--- src/hdl/att_pkg.sv ---
package att_pkg;

  // Fixed field widths
  localparam int TIME_W    = 40;
  localparam int FACTOR_W  = 24;
  localparam int DELAY_W   = 32;
  localparam int CFG_IDX_W = 4;
  localparam int CHUNK_W   = 32;

  // Register indexes on the configuration port
  localparam logic [CFG_IDX_W-1:0] CFG_INITIAL_THRESHOLD    = 4'd0;
  localparam logic [CFG_IDX_W-1:0] CFG_LOWER_TRIGGER_FACTOR = 4'd1;
  localparam logic [CFG_IDX_W-1:0] CFG_RAISE_FACTOR         = 4'd2;
  localparam logic [CFG_IDX_W-1:0] CFG_LOWER_FACTOR         = 4'd3;
  localparam logic [CFG_IDX_W-1:0] CFG_THRESHOLD_CEILING    = 4'd4;
  localparam logic [CFG_IDX_W-1:0] CFG_THRESHOLD_FLOOR      = 4'd5;
  localparam logic [CFG_IDX_W-1:0] CFG_RISE_DELAY           = 4'd6;
  localparam logic [CFG_IDX_W-1:0] CFG_FALL_DELAY           = 4'd7;

  // Register reset values that do not depend on the value width
  localparam logic [FACTOR_W-1:0] LOWER_TRIGGER_RST = 24'd32768;
  localparam logic [FACTOR_W-1:0] RAISE_FACTOR_RST  = 24'd98304;
  localparam logic [FACTOR_W-1:0] LOWER_FACTOR_RST  = 24'd49152;
  localparam logic [DELAY_W-1:0]  RISE_DELAY_RST    = 32'd60;
  localparam logic [DELAY_W-1:0]  FALL_DELAY_RST    = 32'd60;

  typedef enum logic [1:0] {
    MODE_OK      = 2'd0,
    MODE_RISING  = 2'd1,
    MODE_FALLING = 2'd2
  } mode_t;

  typedef enum logic [2:0] {
    S_IDLE,
    S_DISPATCH,
    S_LOAD,
    S_MUL,
    S_RND,
    S_APPLY,
    S_OUT
  } state_t;

  // What the current scaled product is used for
  typedef enum logic [2:0] {
    PH_JUDGE,
    PH_FTRIG,
    PH_RAISE,
    PH_LSUST,
    PH_LEARLY
  } phase_t;

endpackage

--- src/hdl/adaptive_threshold_tracker_unit.sv ---
// Each word steps from idle through dispatch and any multiplier passes to delivery,
// NCH being ceil(VALUE_WIDTH / 32); delivery waits while an earlier result still
// waits on out_stall. A new word is taken only in the idle state, after the last
// result is loaded out; the count of threshold * factor products (none to three),
// each NCH passes of the shared 32x24 multiplier, sets the time per word.
// Reset (rst_n low, synchronous): mode ok, threshold and all configuration registers
// at their reset values, episode start 0, output channel empty.
module adaptive_threshold_tracker_unit
  import att_pkg::*;
#(
  parameter int VALUE_WIDTH   = 48,
  parameter int FRACTION_BITS = 16
) (
  input  logic                                            clk,
  input  logic                                            rst_n,
  // input channel
  input  logic                                            in_valid,
  output logic                                            in_stall,
  input  logic signed [VALUE_WIDTH-1:0]                   in_sample_value,
  input  logic [TIME_W-1:0]                               in_sample_time,
  // result channel
  output logic                                            out_valid,
  input  logic                                            out_stall,
  output logic signed [VALUE_WIDTH-1:0]                   out_threshold_out,
  output logic [1:0]                                      out_mode_after,
  // configuration
  input  logic                                            cfg_we,
  input  logic [CFG_IDX_W-1:0]                            cfg_index,
  input  logic [((VALUE_WIDTH > DELAY_W) ? VALUE_WIDTH : DELAY_W)-1:0] cfg_wdata
);

  localparam int VW    = VALUE_WIDTH;
  localparam int NCH   = (VW + CHUNK_W - 1) / CHUNK_W;
  localparam int MAG_W = NCH * CHUNK_W;
  localparam int ACC_W = MAG_W + FACTOR_W;
  localparam int CNT_W = (NCH > 1) ? $clog2(NCH) : 1;

  localparam logic [VW-1:0]    VAL_MAX = {1'b0, {(VW-1){1'b1}}};
  localparam logic [VW-1:0]    VAL_MIN = {1'b1, {(VW-1){1'b0}}};
  localparam logic [ACC_W-1:0] RND_ADD = (ACC_W'(1) << FRACTION_BITS) - ACC_W'(1);
  localparam logic [VW-1:0]    INIT_THR_RST = VW'(64'd6553600);

  // configuration registers
  logic [FACTOR_W-1:0]   trig_fac_r;
  logic [FACTOR_W-1:0]   raise_fac_r;
  logic [FACTOR_W-1:0]   lower_fac_r;
  logic signed [VW-1:0]  ceil_r;
  logic signed [VW-1:0]  floor_r;
  logic [DELAY_W-1:0]    rise_dly_r;
  logic [DELAY_W-1:0]    fall_dly_r;

  // tracker state and sequencer
  state_t                state_r, state_nxt;
  phase_t                phase_r, phase_nxt;
  mode_t                 mode_r, mode_nxt;
  logic signed [VW-1:0]  thr_r, thr_nxt;
  logic [TIME_W-1:0]     start_r, start_nxt;
  logic signed [VW-1:0]  v_r, v_nxt;
  logic [TIME_W-1:0]     t_r, t_nxt;
  logic signed [VW-1:0]  res_r, res_nxt;

  // shared multiplier datapath
  logic [MAG_W-1:0]      mag_r, mag_nxt;
  logic                  neg_r, neg_nxt;
  logic [FACTOR_W-1:0]   fac_r, fac_nxt;
  logic [ACC_W-1:0]      acc_r, acc_nxt;
  logic [CNT_W-1:0]      cnt_r, cnt_nxt;
  logic signed [VW-1:0]  sc_r, sc_nxt;

  // output register
  logic                  out_valid_r, out_valid_nxt;
  logic signed [VW-1:0]  out_thr_r, out_thr_nxt;
  mode_t                 out_mode_r, out_mode_nxt;

  // shared compare and timing signals
  logic                  v_gt_thr;
  logic                  v_gt_trig;
  logic                  v_lt_trig;
  logic [DELAY_W-1:0]    dly;
  logic [TIME_W:0]       diff;
  logic                  pers;
  logic                  out_free;
  logic [VW-1:0]         thr_abs;
  logic [CHUNK_W+FACTOR_W-1:0] prod;
  logic [ACC_W-1:0]      rnd_sum;
  logic [ACC_W-1:0]      quo;
  logic                  sat;
  logic [VW-1:0]         q_lo;

  assign v_gt_thr  = v_r > thr_r;
  assign v_gt_trig = v_r > sc_r;
  assign v_lt_trig = v_r < sc_r;

  // episode persisted: time moved forward by more than the delay
  assign dly  = (mode_r == MODE_RISING) ? rise_dly_r : fall_dly_r;
  assign diff = {1'b0, t_r} - {1'b0, start_r};
  assign pers = !diff[TIME_W] && (diff[TIME_W-1:0] > TIME_W'(dly));

  assign out_free = !out_valid_r || !out_stall;

  // one chunk of the magnitude times the factor, top chunk first
  assign thr_abs = thr_r[VW-1] ? VW'(-thr_r) : VW'(thr_r);
  assign prod    = mag_r[MAG_W-1 -: CHUNK_W] * fac_r;

  // round toward minus infinity, then saturate
  assign rnd_sum = acc_r + (neg_r ? RND_ADD : '0);
  assign quo     = rnd_sum >> FRACTION_BITS;
  assign sat     = quo > ACC_W'(VAL_MAX);
  assign q_lo    = quo[VW-1:0];

  // next state
  always_comb begin
    state_nxt = state_r;
    case (state_r)
      S_IDLE: begin
        if (in_valid) state_nxt = S_DISPATCH;
      end
      S_DISPATCH: begin
        if (mode_r == MODE_RISING && !(v_gt_thr && pers)) state_nxt = S_OUT;
        else state_nxt = S_LOAD;
      end
      S_LOAD: state_nxt = S_MUL;
      S_MUL: begin
        if (cnt_r == '0) state_nxt = S_RND;
      end
      S_RND: state_nxt = S_APPLY;
      S_APPLY: begin
        case (phase_r)
          PH_JUDGE:  state_nxt = S_OUT;
          PH_FTRIG: begin
            if (!v_gt_trig && pers) state_nxt = S_LOAD;
            else if (v_gt_thr)      state_nxt = S_OUT;
            else if (v_gt_trig)     state_nxt = S_LOAD;
            else                    state_nxt = S_OUT;
          end
          PH_RAISE:  state_nxt = S_LOAD;
          PH_LSUST:  state_nxt = S_LOAD;
          PH_LEARLY: state_nxt = S_OUT;
          default:   state_nxt = S_OUT;
        endcase
      end
      S_OUT: begin
        if (out_free) state_nxt = S_IDLE;
      end
      default: state_nxt = S_IDLE;
    endcase
  end

  // datapath and outputs
  always_comb begin
    phase_nxt     = phase_r;
    mode_nxt      = mode_r;
    thr_nxt       = thr_r;
    start_nxt     = start_r;
    v_nxt         = v_r;
    t_nxt         = t_r;
    res_nxt       = res_r;
    mag_nxt       = mag_r;
    neg_nxt       = neg_r;
    fac_nxt       = fac_r;
    acc_nxt       = acc_r;
    cnt_nxt       = cnt_r;
    sc_nxt        = sc_r;
    out_valid_nxt = out_valid_r && out_stall;
    out_thr_nxt   = out_thr_r;
    out_mode_nxt  = out_mode_r;

    case (state_r)
      S_IDLE: begin
        // capture the word
        if (in_valid) begin
          v_nxt = in_sample_value;
          t_nxt = in_sample_time;
        end
        // writing the initial threshold also loads the live threshold
        if (cfg_we && cfg_index == CFG_INITIAL_THRESHOLD) begin
          thr_nxt = cfg_wdata[VW-1:0];
        end
      end
      S_DISPATCH: begin
        case (mode_r)
          MODE_RISING: begin
            if (v_gt_thr && pers) begin
              phase_nxt = PH_RAISE;
            end else begin
              res_nxt  = thr_r;
              mode_nxt = v_gt_thr ? MODE_RISING : MODE_OK;
            end
          end
          MODE_FALLING: phase_nxt = PH_FTRIG;
          default:      phase_nxt = PH_JUDGE;
        endcase
      end
      S_LOAD: begin
        // start a product of the live threshold
        neg_nxt = thr_r[VW-1];
        mag_nxt = MAG_W'(thr_abs);
        acc_nxt = '0;
        cnt_nxt = CNT_W'(NCH - 1);
        case (phase_r)
          PH_RAISE:  fac_nxt = raise_fac_r;
          PH_LSUST:  fac_nxt = lower_fac_r;
          PH_LEARLY: fac_nxt = lower_fac_r;
          default:   fac_nxt = trig_fac_r;
        endcase
      end
      S_MUL: begin
        // accumulate one chunk, then advance to the next lower one
        acc_nxt = {acc_r[ACC_W-CHUNK_W-1:0], {CHUNK_W{1'b0}}} + ACC_W'(prod);
        mag_nxt = mag_r << CHUNK_W;
        cnt_nxt = cnt_r - CNT_W'(1);
      end
      S_RND: begin
        if (sat)        sc_nxt = neg_r ? VAL_MIN : VAL_MAX;
        else if (neg_r) sc_nxt = -q_lo;
        else            sc_nxt = q_lo;
      end
      S_APPLY: begin
        case (phase_r)
          PH_JUDGE: begin
            res_nxt = thr_r;
            if (v_gt_thr) begin
              mode_nxt  = MODE_RISING;
              start_nxt = t_r;
            end else if (v_lt_trig) begin
              mode_nxt  = MODE_FALLING;
              start_nxt = t_r;
            end else begin
              mode_nxt  = MODE_OK;
            end
          end
          PH_FTRIG: begin
            if (!v_gt_trig && pers) begin
              phase_nxt = PH_LSUST;
            end else begin
              res_nxt = thr_r;
              if (v_gt_thr) begin
                mode_nxt  = MODE_RISING;
                start_nxt = t_r;
              end else if (v_gt_trig) begin
                phase_nxt = PH_LEARLY;
              end
            end
          end
          PH_RAISE: begin
            thr_nxt   = (sc_r < ceil_r) ? sc_r : ceil_r;
            mode_nxt  = MODE_OK;
            phase_nxt = PH_JUDGE;
          end
          PH_LSUST: begin
            thr_nxt   = (sc_r > floor_r) ? sc_r : floor_r;
            mode_nxt  = MODE_OK;
            phase_nxt = PH_JUDGE;
          end
          PH_LEARLY: begin
            // early end of a fall: scaled, not floored
            thr_nxt  = sc_r;
            mode_nxt = MODE_OK;
          end
          default: ;
        endcase
      end
      S_OUT: begin
        if (out_free) begin
          out_valid_nxt = 1'b1;
          out_thr_nxt   = res_r;
          out_mode_nxt  = mode_r;
        end
      end
      default: ;
    endcase
  end

  // control and state registers
  always_ff @(posedge clk) begin
    if (!rst_n) begin
      state_r     <= S_IDLE;
      phase_r     <= PH_JUDGE;
      mode_r      <= MODE_OK;
      thr_r       <= INIT_THR_RST;
      start_r     <= '0;
      out_valid_r <= 1'b0;
    end else begin
      state_r     <= state_nxt;
      phase_r     <= phase_nxt;
      mode_r      <= mode_nxt;
      thr_r       <= thr_nxt;
      start_r     <= start_nxt;
      out_valid_r <= out_valid_nxt;
    end
  end

  // payload registers
  always_ff @(posedge clk) begin
    v_r        <= v_nxt;
    t_r        <= t_nxt;
    res_r      <= res_nxt;
    mag_r      <= mag_nxt;
    neg_r      <= neg_nxt;
    fac_r      <= fac_nxt;
    acc_r      <= acc_nxt;
    cnt_r      <= cnt_nxt;
    sc_r       <= sc_nxt;
    out_thr_r  <= out_thr_nxt;
    out_mode_r <= out_mode_nxt;
  end

  // configuration registers; unknown indexes drop the write
  always_ff @(posedge clk) begin
    if (!rst_n) begin
      trig_fac_r  <= LOWER_TRIGGER_RST;
      raise_fac_r <= RAISE_FACTOR_RST;
      lower_fac_r <= LOWER_FACTOR_RST;
      ceil_r      <= VAL_MAX;
      floor_r     <= '0;
      rise_dly_r  <= RISE_DELAY_RST;
      fall_dly_r  <= FALL_DELAY_RST;
    end else if (cfg_we) begin
      case (cfg_index)
        // the live threshold takes this one directly
        CFG_INITIAL_THRESHOLD:    ;
        CFG_LOWER_TRIGGER_FACTOR: trig_fac_r  <= cfg_wdata[FACTOR_W-1:0];
        CFG_RAISE_FACTOR:         raise_fac_r <= cfg_wdata[FACTOR_W-1:0];
        CFG_LOWER_FACTOR:         lower_fac_r <= cfg_wdata[FACTOR_W-1:0];
        CFG_THRESHOLD_CEILING:    ceil_r      <= cfg_wdata[VW-1:0];
        CFG_THRESHOLD_FLOOR:      floor_r     <= cfg_wdata[VW-1:0];
        CFG_RISE_DELAY:           rise_dly_r  <= cfg_wdata[DELAY_W-1:0];
        CFG_FALL_DELAY:           fall_dly_r  <= cfg_wdata[DELAY_W-1:0];
        default: ;
      endcase
    end
  end

  assign in_stall          = (state_r != S_IDLE);
  assign out_valid         = out_valid_r;
  assign out_threshold_out = out_thr_r;
  assign out_mode_after    = out_mode_r;

  // threshold moves only during a step or by a write of the initial threshold
  a_thr_quiet: assert property (@(posedge clk) disable iff (!rst_n)
    (state_r == S_IDLE && !(cfg_we && cfg_index == CFG_INITIAL_THRESHOLD))
      |=> $stable(thr_r))
    else $error("threshold changed while idle");

  // a new word appears only from the delivery state
  a_out_src: assert property (@(posedge clk) disable iff (!rst_n)
    (out_valid_r && !$past(out_valid_r && out_stall)) |-> $past(state_r) == S_OUT)
    else $error("result word loaded outside delivery");

  // the last multiplier pass hands over to rounding
  a_mul_done: assert property (@(posedge clk) disable iff (!rst_n)
    (state_r == S_MUL && cnt_r == '0) |=> state_r == S_RND)
    else $error("multiplier pass count broken");

  // entering an episode records the sample time
  a_ep_start: assert property (@(posedge clk) disable iff (!rst_n)
    (mode_r != $past(mode_r) && mode_r != MODE_OK && $past(rst_n)) |-> start_r == t_r)
    else $error("episode start not recorded");

endmodule
--- config.mk ---
export PLATFORM = sky130hd
export DESIGN_NAME = adaptive_threshold_tracker_unit
export DESIGN_NICKNAME = d
export VERILOG_FILES = /design/src/hdl/att_pkg.sv /design/src/hdl/adaptive_threshold_tracker_unit.sv
export SDC_FILE = /design/constraint.sdc
export NUM_CORES = 2
export LEC_CHECK = 0
export BUFFER_PORTS_ARGS = -buffer_cell sky130_fd_sc_hd__clkbuf_2
export CORE_ASPECT_RATIO = 1.75
export CORE_MARGIN = 4
export CORE_UTILIZATION = 44
export CTS_BUF_LIST = sky130_fd_sc_hd__clkbuf_4
export CTS_CLUSTER_DIAMETER = 60
export DETAILED_ROUTE_END_ITERATION = 6
export GPL_TIMING_DRIVEN = 0
export SLEW_MARGIN = 0
export SYNTH_ARGS = -nofsm -noshare
export SYNTH_HDL_FRONTEND = slang
export SYNTH_SLANG_ARGS = --single-unit
--- constraint.sdc ---
create_clock -name clk -period 23.8 [get_ports clk]
set_input_delay 2.38 -clock clk [delete_from_list [all_inputs] [get_ports clk]]
set_output_delay 2.38 -clock clk [all_outputs]
set_load 0.02 [all_outputs]
==> metrics.txt <==
outcome finished with violations; failing checks capacitance limit, slew limit; CTS clk-pin slew, worst paths roughly 0.080 ns; fin. max-slew vios 11; Post-Syn Instances ~7.3k; routed vias between 50k and 60k; total grt overflow 0; Detailed Routing Iterations Pass 1 5; Data arrival, critical path ~12 ns; GRT Total Usage 0.3569; syn_nets around 8.6k; slew margin rel. -0.01639; Detailed Route Iter0 Violations between 4k and 5k; H-tree levels 4; Synth cell types 96; worst slew pin tran roughly 1.5 ns; Max Freq 89.76 MHz; MaxCap Viol Count 1; Clock Tree Buf Depth 4; Ports 197; CP peak stage delay roughly 1.2 ns; DRC errors left 0; # hold bufs at CTS 0; setup violators final 0; register area share after synthesis 0.2848; Final Hold Violating Endpoints 0; Root Buffer clkbuf_4; synth warn 0; Startpoint Class flop; CP Data Required Time ~25 ns; post_cts resized 0; DR WL/cell around 29 µm; crit share post-route 0.4681; Core ar. between 0.15 and 0.2 mm²; Die Wd roughly 300 µm; Nets approximately 9.0k; Synth area leader fa_1; Post-CTS Setup Repair Bufs 0; routability cong. 1.016; predominant post-synthesis flop cell edfxtp_1; crit-path max FO 10; initial antenna violation count 36; setup TNS 0 ns; die area around 0.16 mm²; # rows about 190; CP endpoint kind flop; share of the synthesized area in the top cell type 0.2060; Initial Utilization 0.4435; fin crit period between 10 and 15 ns; CTS buffer count 179; EDFF count, synth 412; Syn-to-layout area delta 9.000%; RSZ-0062 raised after global routing false; share of post-route cells with drive strength above 1 0.07566; vias per std cell slightly below 6; CP Class reg -> reg; Setup Skew ~0.16 ns; hpwl dp between 200 and 250 mm; global-route wire length before repair between 400 and 500 mm; HP Class reg -> reg; top cells by area, synth fa_1, edfxtp_1, dfxtp_1, ha_1, nand2_1; Clk Latency, worst-skew pair about 1.1 ns; Post-Route WL 281.8 mm; Synth Register Bits ~740; fillers about 15k; Syn Area/Cell 9.091 µm²; CTS tree built; async set-reset flop share out of synthesis 0; antenna-violating nets left 0; pin count of the biggest net entering global routing between 60 and 70; PortBufs about 170; # clock sinks 741; Die Height approximately 520 µm; Slowest-stage cell, CP clkbuf_1; Most Frequent Cell on Critical Path fa_1; vias in the first global route between 50k and 60k; Syn Std Cell Area ~0.067 mm²
-- final cells by class --
class / count / area, µm² / area share
antenna: 26 / 65.06 / 0.0008968
buffer: 403 / 1659 / 0.02287
clock buffer: 256 / 1922 / 0.02649
clock inverter: 58 / 376.6 / 0.005191
inverter: 1059 / 3976 / 0.05481
multi-input combinational: 5119 / 42020 / 0.5791
sequential: 741 / 18960 / 0.2613
tap: 1995 / 2496 / 0.03440
timing repair buffer: 188 / 1081 / 0.01490
-- metrics by stage --
stage	std cells	hold WS, ns	setup slack [ns]	util	instance area, µm²
floorplan	7322	0.4003	13.38	-	66560
global placement	9488	0.4047	8.814	0.4659	69910
detailed placement	9505	0.4045	13.34	0.4677	70190
CTS	9819	0.4145	13.31	0.4830	72480
global route	9825	0.4260	12.14	0.4831	72500
finish	9845	0.4139	12.66	0.4834	72550
-- worst paths after layout --
check | start | to | slack (ns) | cells past startpoint
min | res_r[22]$_DFFE_PP_ | out_threshold_out[22]$_DFFE_PP_ | 0.41 | 0
min reg2reg | res_r[22]$_DFFE_PP_ | out_threshold_out[22]$_DFFE_PP_ | 0.41 | 0
max | mag_r[45]$_DFFE_PP_ | acc_r[77]$_SDFFCE_PN0P_ | 12.66 | 25
max reg2reg | mag_r[45]$_DFFE_PP_ | acc_r[77]$_SDFFCE_PN0P_ | 12.66 | 25
-- cells in the mapped netlist (23+ instances only) --
cell	n
nand3_1	95
fa_1	685
nor2_1	283
dfxtp_1	329
a31oi_1	23
xnor2_1	133
ha_1	490
nor3_1	139
o31ai_1	27
a21o_1	108
a22oi_1	28
inv_1	1058
nand2_1	1198
o211ai_1	73
xor2_1	63
or3_1	28
a221oi_1	56
a211o_1	53
and2_1	406
nor2b_1	28
a211oi_1	39
and3_1	52
nand4_1	92
o21ai_0	163
nor4_1	35
edfxtp_1	412
clkbuf_1	329
a21oi_1	416
o21a_1	23
mux2i_1	100
-- critical path: cells and delay by family, from the launching register on --
kind / cells / cell delay (ns)
compound gates: 7 / 1.90
fa+ha+maj: 8 / 4.26
buf+inv: 5 / 1.63
flops: 1 / 1.03
mux: 1 / 0.31
simple gates: 4 / 1.81
-- cells by family after synthesis --
family,share of synthesized area
flops,0.2848
buf+inv,0.08457
fa+ha+maj,0.2981
compound gates,0.1182
mux,0.01588
xor+xnor,0.02579
simple gates,0.1726
-- metal layers --
metal  part of all wire  vias up  global-route usage
met3              0.063     1112             0.07526
met2               0.50     2704              0.6229
met1               0.32    28040              0.3426
met4               0.12       16              0.3478
li1                   -    25070                   -
met5            0.00040        -                   0
-- cell usage in the layout, fill, tap and decap left out, types with 29 or more instances in the layout --
master    count
a211o_1      53
a211oi_1     39
a21o_1      108
a21oi_1     415
a221oi_1     56
and2_1      406
and3_1       52
clkbuf_1    327
clkbuf_2    182
clkbuf_4    257
clkinv_1     29
dfxtp_1     329
edfxtp_1    412
fa_1        685
ha_1        490
inv_1      1058
mux2i_1     100
nand2_1    1198
nand3_1      95
nand4_1      92
nor2_1      282
nor3_1      137
nor4_1       35
o211ai_1     73
o21ai_0     163
xnor2_1     133
xor2_1       63
-- state kept, by name, summed over array words and instances (netlist names), 2 cells and up --
| signal | count |
|---|---|
| acc_r | 88 |
| ceil_r | 48 |
| fac_r | 24 |
| fall_dly_r | 32 |
| floor_r | 48 |
| lower_fac_r | 24 |
| mag_r | 64 |
| mode_r | 2 |
| out_mode_after | 2 |
| out_threshold_out | 48 |
| phase_r | 3 |
| raise_fac_r | 24 |
| res_r | 48 |
| rise_dly_r | 32 |
| sc_r | 48 |
| start_r | 40 |
| state_r | 3 |
| t_r | 40 |
| thr_r | 48 |
| trig_fac_r | 24 |
| v_r | 48 |
Power is not shown: default switching activity piles up to over one toggle a cycle in this logic, so the estimate is an artifact.
